==> src/hdl/stereo_surge_ducking_dynamics_core_assert.svh <==
// ----------------------------------------------------------------------------
// Assertion macros for the stereo surge ducking dynamics core
// Immediate-cycle and next-cycle implication checks, clocked on clk and
// disabled while rst is high. Defining ASSERT_OFF removes all of them.
// ----------------------------------------------------------------------------
`ifndef STEREO_SURGE_DUCKING_DYNAMICS_CORE_ASSERT_SVH
`define STEREO_SURGE_DUCKING_DYNAMICS_CORE_ASSERT_SVH

`ifndef ASSERT_OFF

// cons must hold in the same cycle as ante
`define SSDD_ASSERT_NOW(lbl, ante, cons, msg) \
  lbl: assert property (@(posedge clk) disable iff (rst) (ante) |-> (cons)) \
    else $error(msg);

// cons must hold in the cycle after ante
`define SSDD_ASSERT_NEXT(lbl, ante, cons, msg) \
  lbl: assert property (@(posedge clk) disable iff (rst) (ante) |=> (cons)) \
    else $error(msg);

`else

`define SSDD_ASSERT_NOW(lbl, ante, cons, msg)
`define SSDD_ASSERT_NEXT(lbl, ante, cons, msg)

`endif

`endif

==> src/hdl/ssdd_pkg.sv <==
// ----------------------------------------------------------------------------
// ssdd_pkg
// Widths, register indexes, operation codes and the controller command
// bundle shared by the surge ducking dynamics core.
// ----------------------------------------------------------------------------
`default_nettype none

package ssdd_pkg;

  localparam int SAMPLE_BITS = 24;
  localparam int DATA_W      = ((2 * SAMPLE_BITS + 7) / 8) * 8;

  // configuration port
  localparam int CFG_IDX_W  = 3;
  localparam int CFG_DATA_W = 32;
  localparam int GAIN_W     = 17;
  localparam int STEP_W     = 32;
  localparam int RATE_W     = 19;

  localparam logic [CFG_IDX_W-1:0] REG_INTENSITY   = 3'd0;
  localparam logic [CFG_IDX_W-1:0] REG_WET_MIX     = 3'd1;
  localparam logic [CFG_IDX_W-1:0] REG_ATTACK_STEP = 3'd2;
  localparam logic [CFG_IDX_W-1:0] REG_DECAY_STEP  = 3'd3;
  localparam logic [CFG_IDX_W-1:0] REG_RATE_GAIN   = 3'd4;

  // envelope state
  localparam int ACCEL_W   = 34;
  localparam int LEVEL_W   = 41;
  localparam int SENSE_W   = 44;
  localparam int LVL_Q24_W = LEVEL_W - 16;

  localparam logic [GAIN_W-1:0]  ONE_Q16 = 17'h1_0000;
  localparam logic [LEVEL_W-1:0] ONE_Q40 = 41'h100_0000_0000;

  // channel datapath
  localparam int C_W    = SAMPLE_BITS + 4;
  localparam int WETV_W = SAMPLE_BITS + 5;
  localparam int MIX_W  = SAMPLE_BITS + 21;

  // shared multiplier: signed A times unsigned B
  localparam int MA_W = (SAMPLE_BITS + 5 > ACCEL_W) ? SAMPLE_BITS + 5 : ACCEL_W;
  localparam int MB_W = LVL_Q24_W + 1;
  localparam int P_W  = MA_W + MB_W;

  // detector alignment to Q40
  localparam int SENSE_SH  = 28 - SAMPLE_BITS;
  localparam int SENSE_SHL = (SENSE_SH > 0) ? SENSE_SH : 0;
  localparam int SENSE_SHR = (SENSE_SH < 0) ? -SENSE_SH : 0;

  // sequencer
  localparam int STEP_CNT_W = 4;
  localparam int OP_W       = 4;

  localparam logic [OP_W-1:0] MUL_NONE       = 4'd0;
  localparam logic [OP_W-1:0] MUL_PEAK_GAIN  = 4'd1;
  localparam logic [OP_W-1:0] MUL_XL_GAIN    = 4'd2;
  localparam logic [OP_W-1:0] MUL_XR_GAIN    = 4'd3;
  localparam logic [OP_W-1:0] MUL_ACCEL_RATE = 4'd4;
  localparam logic [OP_W-1:0] MUL_SLOPE_RATE = 4'd5;
  localparam logic [OP_W-1:0] MUL_C1L_GAIN   = 4'd6;
  localparam logic [OP_W-1:0] MUL_C1R_GAIN   = 4'd7;
  localparam logic [OP_W-1:0] MUL_C2L_LVL    = 4'd8;
  localparam logic [OP_W-1:0] MUL_C2R_LVL    = 4'd9;
  localparam logic [OP_W-1:0] MUL_XL_DRY     = 4'd10;
  localparam logic [OP_W-1:0] MUL_XR_DRY     = 4'd11;
  localparam logic [OP_W-1:0] MUL_WETVL_WET  = 4'd12;
  localparam logic [OP_W-1:0] MUL_WETVR_WET  = 4'd13;

  localparam logic [OP_W-1:0] WB_NONE  = 4'd0;
  localparam logic [OP_W-1:0] WB_ACCEL = 4'd1;
  localparam logic [OP_W-1:0] WB_SLOPE = 4'd2;
  localparam logic [OP_W-1:0] WB_LEVEL = 4'd3;
  localparam logic [OP_W-1:0] WB_C1L   = 4'd4;
  localparam logic [OP_W-1:0] WB_C1R   = 4'd5;
  localparam logic [OP_W-1:0] WB_C2L   = 4'd6;
  localparam logic [OP_W-1:0] WB_C2R   = 4'd7;
  localparam logic [OP_W-1:0] WB_CONTL = 4'd8;
  localparam logic [OP_W-1:0] WB_CONTR = 4'd9;
  localparam logic [OP_W-1:0] WB_ACC   = 4'd10;
  localparam logic [OP_W-1:0] WB_MIXL  = 4'd11;
  localparam logic [OP_W-1:0] WB_MIXR  = 4'd12;

  typedef struct packed {
    logic            load;
    logic [OP_W-1:0] mul_op;
    logic [OP_W-1:0] wb_op;
  } cmd_t;

endpackage

`default_nettype wire

==> src/hdl/ssdd_ctrl.sv <==
// ----------------------------------------------------------------------------
// ssdd_ctrl
// Sequencer: takes an input transfer, walks the fixed multiply schedule and
// hands the finished pair to the output register.
// ----------------------------------------------------------------------------
`default_nettype none

`include "stereo_surge_ducking_dynamics_core_assert.svh"

module ssdd_ctrl import ssdd_pkg::*; (
  input  logic clk,
  input  logic rst,
  input  logic s_tvalid,
  output logic s_tready,
  output logic m_tvalid,
  input  logic m_tready,
  output cmd_t cmd
);

  localparam logic [0:0] ST_IDLE = 1'b0;
  localparam logic [0:0] ST_RUN  = 1'b1;

  localparam logic [STEP_CNT_W-1:0] STEP_LAST = STEP_CNT_W'(13);

  logic [0:0]            state;
  logic [STEP_CNT_W-1:0] step;
  logic                  out_valid;

  logic accept;
  logic out_free;
  logic at_last;

  assign accept   = s_tvalid && (state == ST_IDLE);
  assign out_free = !out_valid || m_tready;
  assign at_last  = (state == ST_RUN) && (step == STEP_LAST);

  assign s_tready = (state == ST_IDLE);
  assign m_tvalid = out_valid;

  // schedule: steps 0 to 12 each issue one multiply, steps 1 to 13 retire the previous one
  always_comb begin
    cmd.load   = accept;
    cmd.mul_op = MUL_NONE;
    cmd.wb_op  = WB_NONE;
    if (state == ST_RUN) begin
      unique case (step)
        4'd0:  begin cmd.mul_op = MUL_PEAK_GAIN;  cmd.wb_op = WB_NONE;  end
        4'd1:  begin cmd.mul_op = MUL_XL_GAIN;    cmd.wb_op = WB_ACCEL; end
        4'd2:  begin cmd.mul_op = MUL_ACCEL_RATE; cmd.wb_op = WB_C1L;   end
        4'd3:  begin cmd.mul_op = MUL_XR_GAIN;    cmd.wb_op = WB_SLOPE; end
        4'd4:  begin cmd.mul_op = MUL_SLOPE_RATE; cmd.wb_op = WB_C1R;   end
        4'd5:  begin cmd.mul_op = MUL_C1L_GAIN;   cmd.wb_op = WB_LEVEL; end
        4'd6:  begin cmd.mul_op = MUL_C1R_GAIN;   cmd.wb_op = WB_C2L;   end
        4'd7:  begin cmd.mul_op = MUL_C2L_LVL;    cmd.wb_op = WB_C2R;   end
        4'd8:  begin cmd.mul_op = MUL_C2R_LVL;    cmd.wb_op = WB_CONTL; end
        4'd9:  begin cmd.mul_op = MUL_XL_DRY;     cmd.wb_op = WB_CONTR; end
        4'd10: begin cmd.mul_op = MUL_WETVL_WET;  cmd.wb_op = WB_ACC;   end
        4'd11: begin cmd.mul_op = MUL_XR_DRY;     cmd.wb_op = WB_MIXL;  end
        4'd12: begin cmd.mul_op = MUL_WETVR_WET;  cmd.wb_op = WB_ACC;   end
        4'd13: begin cmd.mul_op = MUL_NONE;       cmd.wb_op = WB_MIXR;  end
        default: begin end
      endcase
    end
    // hold the final step while the previous result is still unclaimed
    if (at_last && !out_free) begin
      cmd.wb_op = WB_NONE;
    end
  end

  always_ff @(posedge clk) begin
    if (rst) begin
      state     <= ST_IDLE;
      step      <= '0;
      out_valid <= 1'b0;
    end else begin
      unique case (state)
        ST_IDLE: begin
          if (accept) begin
            state <= ST_RUN;
            step  <= '0;
          end
        end
        ST_RUN: begin
          if (step == STEP_LAST) begin
            if (out_free) begin
              state <= ST_IDLE;
              step  <= '0;
            end
          end else begin
            step <= step + STEP_CNT_W'(1);
          end
        end
        default: state <= ST_IDLE;
      endcase

      if (at_last && out_free) begin
        out_valid <= 1'b1;
      end else if (m_tready) begin
        out_valid <= 1'b0;
      end
    end
  end

  `SSDD_ASSERT_NOW(a_no_overwrite, cmd.wb_op == WB_MIXR, !out_valid || m_tready, "result overwritten")
  `SSDD_ASSERT_NEXT(a_start, accept, state == ST_RUN && step == '0, "run did not start")
  `SSDD_ASSERT_NEXT(a_finish, at_last && out_free, m_tvalid && state == ST_IDLE, "result lost")
  `SSDD_ASSERT_NOW(a_idle_quiet, state == ST_IDLE, cmd.mul_op == MUL_NONE && cmd.wb_op == WB_NONE, "idle cmd")

endmodule

`default_nettype wire

==> config.mk <==
export PLATFORM = sky130hd
export DESIGN_NAME = ssdd_ctrl
export DESIGN_NICKNAME = d
export VERILOG_FILES = /design/src/hdl/ssdd_pkg.sv /design/src/hdl/ssdd_ctrl.sv
export VERILOG_INCLUDE_DIRS = /design/src /design/src/hdl
export SDC_FILE = /design/constraint.sdc
export NUM_CORES = 1
export LEC_CHECK = 0
export ABC_CLOCK_PERIOD_IN_PS = 2000
export BUFFER_PORTS_ARGS = -buffer_cell sky130_fd_sc_hd__buf_2
export CORE_AREA = 2 2 39 41
export CTS_CLUSTER_DIAMETER = 40
export DETAILED_ROUTE_END_ITERATION = 6
export DIE_AREA = 0 0 41 43
export PLACE_DENSITY = 0.67
export SYNTH_ARGS = -nofsm -noshare
export SYNTH_HDL_FRONTEND = slang
export SYNTH_SLANG_ARGS = --single-unit
==> constraint.sdc <==
create_clock -name clk -period 2 [get_ports clk]
set_input_delay 0.2 -clock clk [delete_from_list [all_inputs] [get_ports clk]]
set_output_delay 0.2 -clock clk [all_outputs]
set_load 0.02 [all_outputs]
# After elaboration in Yosys (flattened, before gate mapping)
# Cells that the tools add are included.
dict set report op_classes {
  n_addsub 1
  eq_ne 15
  muxes 13
  bitwise 1
  reduce_logical 10
}
# operator count
set op_table {}
lappend op_table {{8-bit case mux with 14 select lines} 1}
lappend op_table {{4-bit equality test (second input constant)} 6}
lappend op_table {{4-bit by 3-bit equality test with 1-bit output (second input constant)} 4}
lappend op_table {{4-bit two-way mux} 4}
lappend op_table {{4-bit by 2-bit equality test with 1-bit output (second input constant)} 2}
lappend op_table {{8-bit two-way mux} 1}
lappend op_table {{4-bit case mux with 2 select lines} 1}
lappend op_table {{1-bit two-way mux} 5}
lappend op_table {{4-bit by 1-bit adder with 4-bit output (second input constant)} 1}
lappend op_table {{4-bit by 1-bit equality test with 1-bit output (second input constant)} 1}
lappend op_table {{1-bit logical AND} 4}
lappend op_table {{4-bit zero test} 1}
lappend op_table {{3-bit inequality test (second input constant)} 1}
lappend op_table {{1-bit zero test} 2}
lappend op_table {{2-bit by 1-bit inequality test with 1-bit output (second input constant)} 1}
lappend op_table {{1-bit case mux with 2 select lines} 1}
lappend op_table {{2-bit AND reduction} 1}
lappend op_table {{2-bit nonzero test} 1}
lappend op_table {{1-bit logical OR} 1}
lappend op_table {{1-bit inverter} 1}
dict set report totals {
  register_bits 6
  input_bits 4
  out_inout_bits 11
  wordCells 43
}

# Longest topological paths before layout
# Gate-level depths: netlist of the first run.
dict set report logic_depth {
  depth_word 5
  mapped_depth 5
  depth_no_buf 4
}

# Worst setup path before layout of the first run
# Ideal clock, no wire load.
dict set report synth_timing {
  path_type {reg2out}
  startpoint {reg step[2]}
  endpoint {out cmd[2] (netlist name)}
  arrival_ps 1198
  t_required_ps 1800
  slack_ps 602
  stages_incl_launch_ff 5
  path_buffers 1
  cell_sequence {dfxtp_1 clkbuf_1 maj3_1 nand2_1 a21oi_1}
}
# item line_no
set synth_lines {}
lappend synth_lines {{start, declared} ssdd_ctrl.sv:26} ;# logic [STEP_CNT_W-1:0] step;
lappend synth_lines {{start signal, assigned} ssdd_ctrl.sv:90} ;# step <= step + STEP_CNT_W'(1);
lappend synth_lines {{end, declared} ssdd_ctrl.sv:17} ;# output cmd_t cmd

==> key figures, run 1 <==
Status
  • Status: complete, no violations

Finish
  • Area Growth Syn to Fin: 19.04%
  • Final instance area: 586.8 um^2
  • Share of cells above drive strength 1: 26.19%
  • Most common cell after layout, fill and taps aside: buf_2
  • Most frequent cells in the layout: buf_2 (14), a21oi_1 (12), nor2_1 (9)
  • Diodes inserted: 0
  • Nets@finish: 90
  • Register area: 120.1 um^2
  • Fillcell total: 143
  • Multi-input logic area: 316.6 um^2
  • Post-layout util: 42.41%

Global route
  • Pin count of the biggest net entering global routing: 14
  • Vias in the first global route: 435
  • First-pass GRT wire length: 1828 um
  • Grt total ovfl: 0
  • Total GRT Usage: 14.99%
  • Initial antenna violation count: 0

Timing
  • Fmax: 540.5 MHz
  • Worst Tran Pin Value: 419.8 ps
  • Setup-failing EPs final: 0
  • Post-route clock period utilization: 92.51%
  • Minimum clock period: 1850 ps
  • Final worst setup slack: 149.8 ps
  • Clock skew: 3.111 ps
  • Final hold viol count: 0
  • Worst slew margin: 71.97%
  • RSZ-0062 raised after global routing: no
  • Max-slew violations: 0
  • Setup TNS: 0 ps

Clock network
  • H-tree lvl count: 1
  • # resized after CTS: 0
  • Clock buffer depth: 2
  • Worst-path clk slew: 40 ps
  • Total CTS buffers: 3
  • Clock root buffer: clkbuf_4
  • CTS tree: yes
  • # Post-CTS Setup Buffers: 0
  • Worst skew pair latency: 240 ps
  • Clk sinks: 6
  • Hold_buf cts: 0

Setup path
  • Startpoint types: flip-flop
  • Flop2flop setup slack: 530 ps
  • Critical path class: reg2out
  • End of the worst register-to-register path: step[3]
  • CP Capture Type: output pin
  • R2R depth: 4
  • Req. time, crit path: 1800 ps
  • Worst R2R Start: step[3]
  • Crit path DAT: 1650 ps
  • Critical path peak fanout: 13

Worst hold path
  • Hold WC Path Type: in2reg
  • Hold Crit Depth: 2
  • Hold worst-path end: step[1]
  • Worst Min Path Start: rst

Route
  • Vias after detailed routing: 540
  • Routed Antenna Nets: 0
  • Drt wl/cell: 11.15 um
  • Routed WL: 1115 um
  • DRC: 0
  • Average vias per placed instance: 5.400
  • Detailed Routing Iterations Pass 1: 4
  • Initial DRC Count: 18

Floorplan
  • Initial core utilization: 35.62%
  • Core box area: 1384 um^2
  • DIE WIDTH: 41 um
  • Die area: 1763 um^2
  • Chip Height: 43 um
  • Num rows: 14
  • I/O pins: 15

Placement
  • Port Buffer Count: 14
  • Gpl congestion: 0.8617
  • Hpwl dp: 819.6 um
  • Placed cell areas: 564.3 um^2
  • Place WS: 427.9 ps

Synthesis
  • Post-synth EDFFs: 0
  • Post-Synthesis Cell Area: 493.0 um^2
  • Synth Flop Type: dfxtp_1
  • Synth Instances: 71
  • Synth Register Bits: 6
  • Mapped Nets: 75
  • Seq/Total Area, Yosys: 24.37%
  • Synth warn: 0
  • Distinct cells, synth: 31
  • Async set-reset flop share out of synthesis: 0%
  • Avg Cell Area, Syn: 6.943 um^2

Pwr
  • Pwr dens: 501.8 nW/um^2
  • Pleak: 0.2398 nW
  • Worst vdd ir: 0.3966 mV

Run
  • Maxcap violations: 0
## critical path, stage by stage (launching register included)
cell and delay, ps:
dfxtp_1 540, and4b_1 350, nand3_2 130, and4_1 240, buf_2 150
## worst max path at each step
stage / slack [ps] / depth (start not counted) / start / end
global route: 30 / 4 / step[3] / cmd[3]
floorplan: 600 / 4 / step[2] / cmd[2]
finish: 150 / 4 / step[3] / cmd[3]
detailed placement: 430 / 4 / step[3] / cmd[3]
CTS: 160 / 4 / step[3] / cmd[3]
global placement: 470 / 4 / step[3] / cmd[3]
## kinds of logic (layout without fill, tap and decap cells)
| family | after synthesis | in the layout | share of synthesized area, % |
|---|---|---|---|
| buffers and inverters | 11 | 24 | 11.42 |
| adder cells (fa/ha/maj) | 1 | 1 | 2.031 |
| XOR/XNOR | 1 | 1 | 1.777 |
| multiplexers | 1 | 1 | 2.284 |
| AND/OR/NAND/NOR | 24 | 24 | 25.13 |
| flip-flops | 6 | 6 | 24.37 |
| AO/OA/AOI/OAI | 27 | 27 | 33.00 |
## synth_stat cells, drive strengths merged, types with 2 or more instances
| library cell | instances | area (um^2) |
|---|---|---|
| o21ai | 5 | 25.02 |
| nor2 | 9 | 33.78 |
| inv | 4 | 15.01 |
| o21a | 2 | 15.01 |
| buf | 5 | 33.78 |
| clkbuf | 2 | 7.510 |
| nor2b | 2 | 12.51 |
| dfxtp | 6 | 120.1 |
| a21oi | 12 | 60.06 |
| nand2 | 6 | 22.52 |
| nand2b | 2 | 12.51 |
## state kept, by name, summed over array words and instances, names as in the netlist
signal	flops
step	4
m_tvalid	1
state	1
## report_power, final
group          switching, mW  internal [mW]  total (mW)
clock                 0.0405         0.0677       0.108
sequential           0.00909          0.124       0.133
combinational         0.0326         0.0211      0.0537
total                 0.0822          0.212       0.294
## final cells by class
class	instances	area share, %
clock buffers	3	3.838
flip-flops and latches	6	20.47
repair buffers	17	15.78
well taps	16	3.412
multi-input cells	54	53.94
inverters	4	2.559
## metal layers
layer	vias up	share of wire, %	track usage, %
li1	278	-	-
met1	233	52	22.33
met4	0	0	2.000
met5	-	0	0
met2	29	38	19.38
met3	0	10	7.853
## stage by stage
step | instances | hold WS (ps) | total power, mW
after global placement | 97 | 458.5 | 0.1876
after floorplan | 71 | 269.1 | 0.1730
after detailed placement | 97 | 463.5 | 0.1878
after CTS | 100 | 208.8 | 0.3000
final | 100 | 222.1 | 0.2944
after global routing | 100 | 216.6 | 0.3180
Power figures use the tool's default switching activity.
==> run 2: changes to the inputs <==
--- a/config.mk
+++ b/config.mk
@@ -13,6 +13,7 @@
 export DETAILED_ROUTE_END_ITERATION = 6
 export DIE_AREA = 0 0 41 43
 export PLACE_DENSITY = 0.67
+export SETUP_SLACK_MARGIN = 0.2
 export SYNTH_ARGS = -nofsm -noshare
 export SYNTH_HDL_FRONTEND = slang
 export SYNTH_SLANG_ARGS = --single-unit
==> key figures, run 2 (same netlist as run 1, synthesis figures left out) <==
Route
  • Routed WL: 1150 um
  • Detailed Routing Iterations Pass 1: 4
  • Initial DRC Count: 22
  • DRC: 0
  • Vias after detailed routing: 550
  • Average vias per placed instance: 5.500
  • Drt wl/cell: 11.50 um
  • Routed Antenna Nets: 0

Global route
  • M3 GR Usage: 7.853%
  • Grt total ovfl: 0
  • Pin count of the biggest net entering global routing: 14
  • First-pass GRT wire length: 1883 um
  • Vias in the first global route: 449
  • Total GRT Usage: 15.49%
  • Routing usage on met1: 22.01%
  • Most Used Layer, Global Route: met1
  • Met2 Use GR: 21.25%
  • Initial antenna violation count: 0

Placement
  • Gpl congestion: 0.8617
  • Hpwl dp: 819.6 um
  • Place WS: 427.9 ps
  • Port Buffer Count: 14

Setup path
  • Critical path class: reg2out
  • Critical path peak fanout: 13
  • Critical-path cell list: and4b_1, nand3_2, and4_1, buf_2
  • Crit path DAT: 1510 ps
  • Startpoint types: flip-flop
  • Req. time, crit path: 1800 ps
  • CP Capture Type: output pin
  • CP max stage cell: dfxtp_2
  • Delay of the slowest critical-path stage: 440 ps

Timing
  • Setup TNS: 0 ps
  • Worst slew margin: 71.73%
  • Final hold viol count: 0
  • Fmax: 583.4 MHz
  • RSZ-0062 raised after global routing: yes
  • Worst Tran Pin Value: 423.4 ps
  • Post-route clock period utilization: 85.71%
  • Final worst setup slack: 285.8 ps
  • Minimum clock period: 1714 ps
  • Max-slew violations: 0
  • Setup-failing EPs final: 0
  • Clock skew: 3.359 ps

Finish
  • Nets@finish: 90
  • Diodes inserted: 0
  • Most common cell after layout, fill and taps aside: buf_2
  • Area Growth Syn to Fin: 20.05%
  • Most frequent cells in the layout: buf_2 (14), a21oi_1 (12), nor2_1 (9)
  • Top reg by flops: step
  • Share of cells above drive strength 1: 30.95%
  • Number of flip-flops in the largest register: 4
  • Fillcell total: 144

Worst hold path
  • Hold WC Path Type: in2reg

Pwr
  • Sequential Power Share: 45.0%
  • Switch share: 28.01%
  • Pwr dens: 499.5 nW/um^2
  • Worst vdd ir: 0.3956 mV
  • Net switching power: 0.08281 mW
  • Combinational Power Share: 18.3%
  • Pleak: 0.2417 nW
  • Clock network power share: 36.7%
  • P_int: 0.2128 mW

Floorplan
  • I/O pins: 15
  • Chip Height: 43 um
  • Core box area: 1384 um^2
  • Num rows: 14
  • Die area: 1763 um^2
  • DIE WIDTH: 41 um
  • Initial core utilization: 35.62%

Clock network
  • Clock buffer depth: 2
  • CTS tree: yes
  • Total CTS buffers: 3
  • Hold_buf cts: 0
  • Clock root buffer: clkbuf_4
  • H-tree lvl count: 1
  • # Post-CTS Setup Buffers: 0
  • Worst skew pair latency: 240 ps
  • Clk sinks: 6
  • Worst-path clk slew: 40 ps

Run
  • Maxcap violations: 0

Status
  • Status: complete, no violations
==> run 2: cell count changes in the layout (fill, tap and decap cells not counted) <==
cell	previous run	this run
dfxtp_2	0	4
dfxtp_1	6	2
==> run 2: per-stage QoR <==
stage | cells | area (um^2) | total power, mW | hold WS, ps | util (%)
after floorplan | 71 | 493.0 | 0.1730 | 269.1 | -
after global placement | 97 | 564.3 | 0.1876 | 458.5 | 40.78
after detailed placement | 97 | 564.3 | 0.1878 | 463.5 | 40.78
after CTS | 100 | 588.1 | 0.3000 | 208.8 | 42.50
after global routing | 100 | 591.8 | 0.3189 | 209.1 | 42.77
final | 100 | 591.8 | 0.2956 | 214.0 | 42.77
==> run 2: worst paths after layout <==
kind	from	end	slack, ps	cells past startpoint
worst max-delay path	step[3]	cmd[3]	290	4
worst min-delay path	rst	step[1]	210	2
worst max register to register	step[3]	step[3]	660	4
worst min register to register	m_tvalid	state	540	2
==> run 2: timing repair <==
item / in CTS / in global routing
gates resized for setup: 1 / 3
endpoints found under the setup margin: 1 / 3
cloned: 0 / 0
==> run 2: worst max-delay path, delay by kind of cell (launching register included) <==
| family | cells | cell delay (ps) |
|---|---|---|
| flops | 1 | 440 |
| simple gates | 3 | 690 |
| buf+inv | 1 | 150 |
==> run 2: per-layer routing <==
metal,share of wire (%),up-vias
met5,0,-
met4,0,0
met3,10,0
met2,41,29
met1,48,239
li1,-,282
==> run 2: layout make-up <==
type                    instances  area [um^2]  area share [%]
clock buffers                   3        22.52           3.805
inverters                       4        15.01           2.537
multi-input cells              54        316.6           53.49
flip-flops and latches          6        125.1           21.14
well taps                      16        20.02           3.383
repair buffers                 17        92.59           15.64
==> run 2: power groups by stage <==
stage | combinational (mW) | sequential [mW] | clock (mW)
floorplan | 0.0450 | 0.128 | 0
finish | 0.0540 | 0.133 | 0.109
global route | 0.0603 | 0.134 | 0.124
CTS | 0.0533 | 0.132 | 0.114
detailed placement | 0.0530 | 0.135 | 0
global placement | 0.0532 | 0.134 | 0
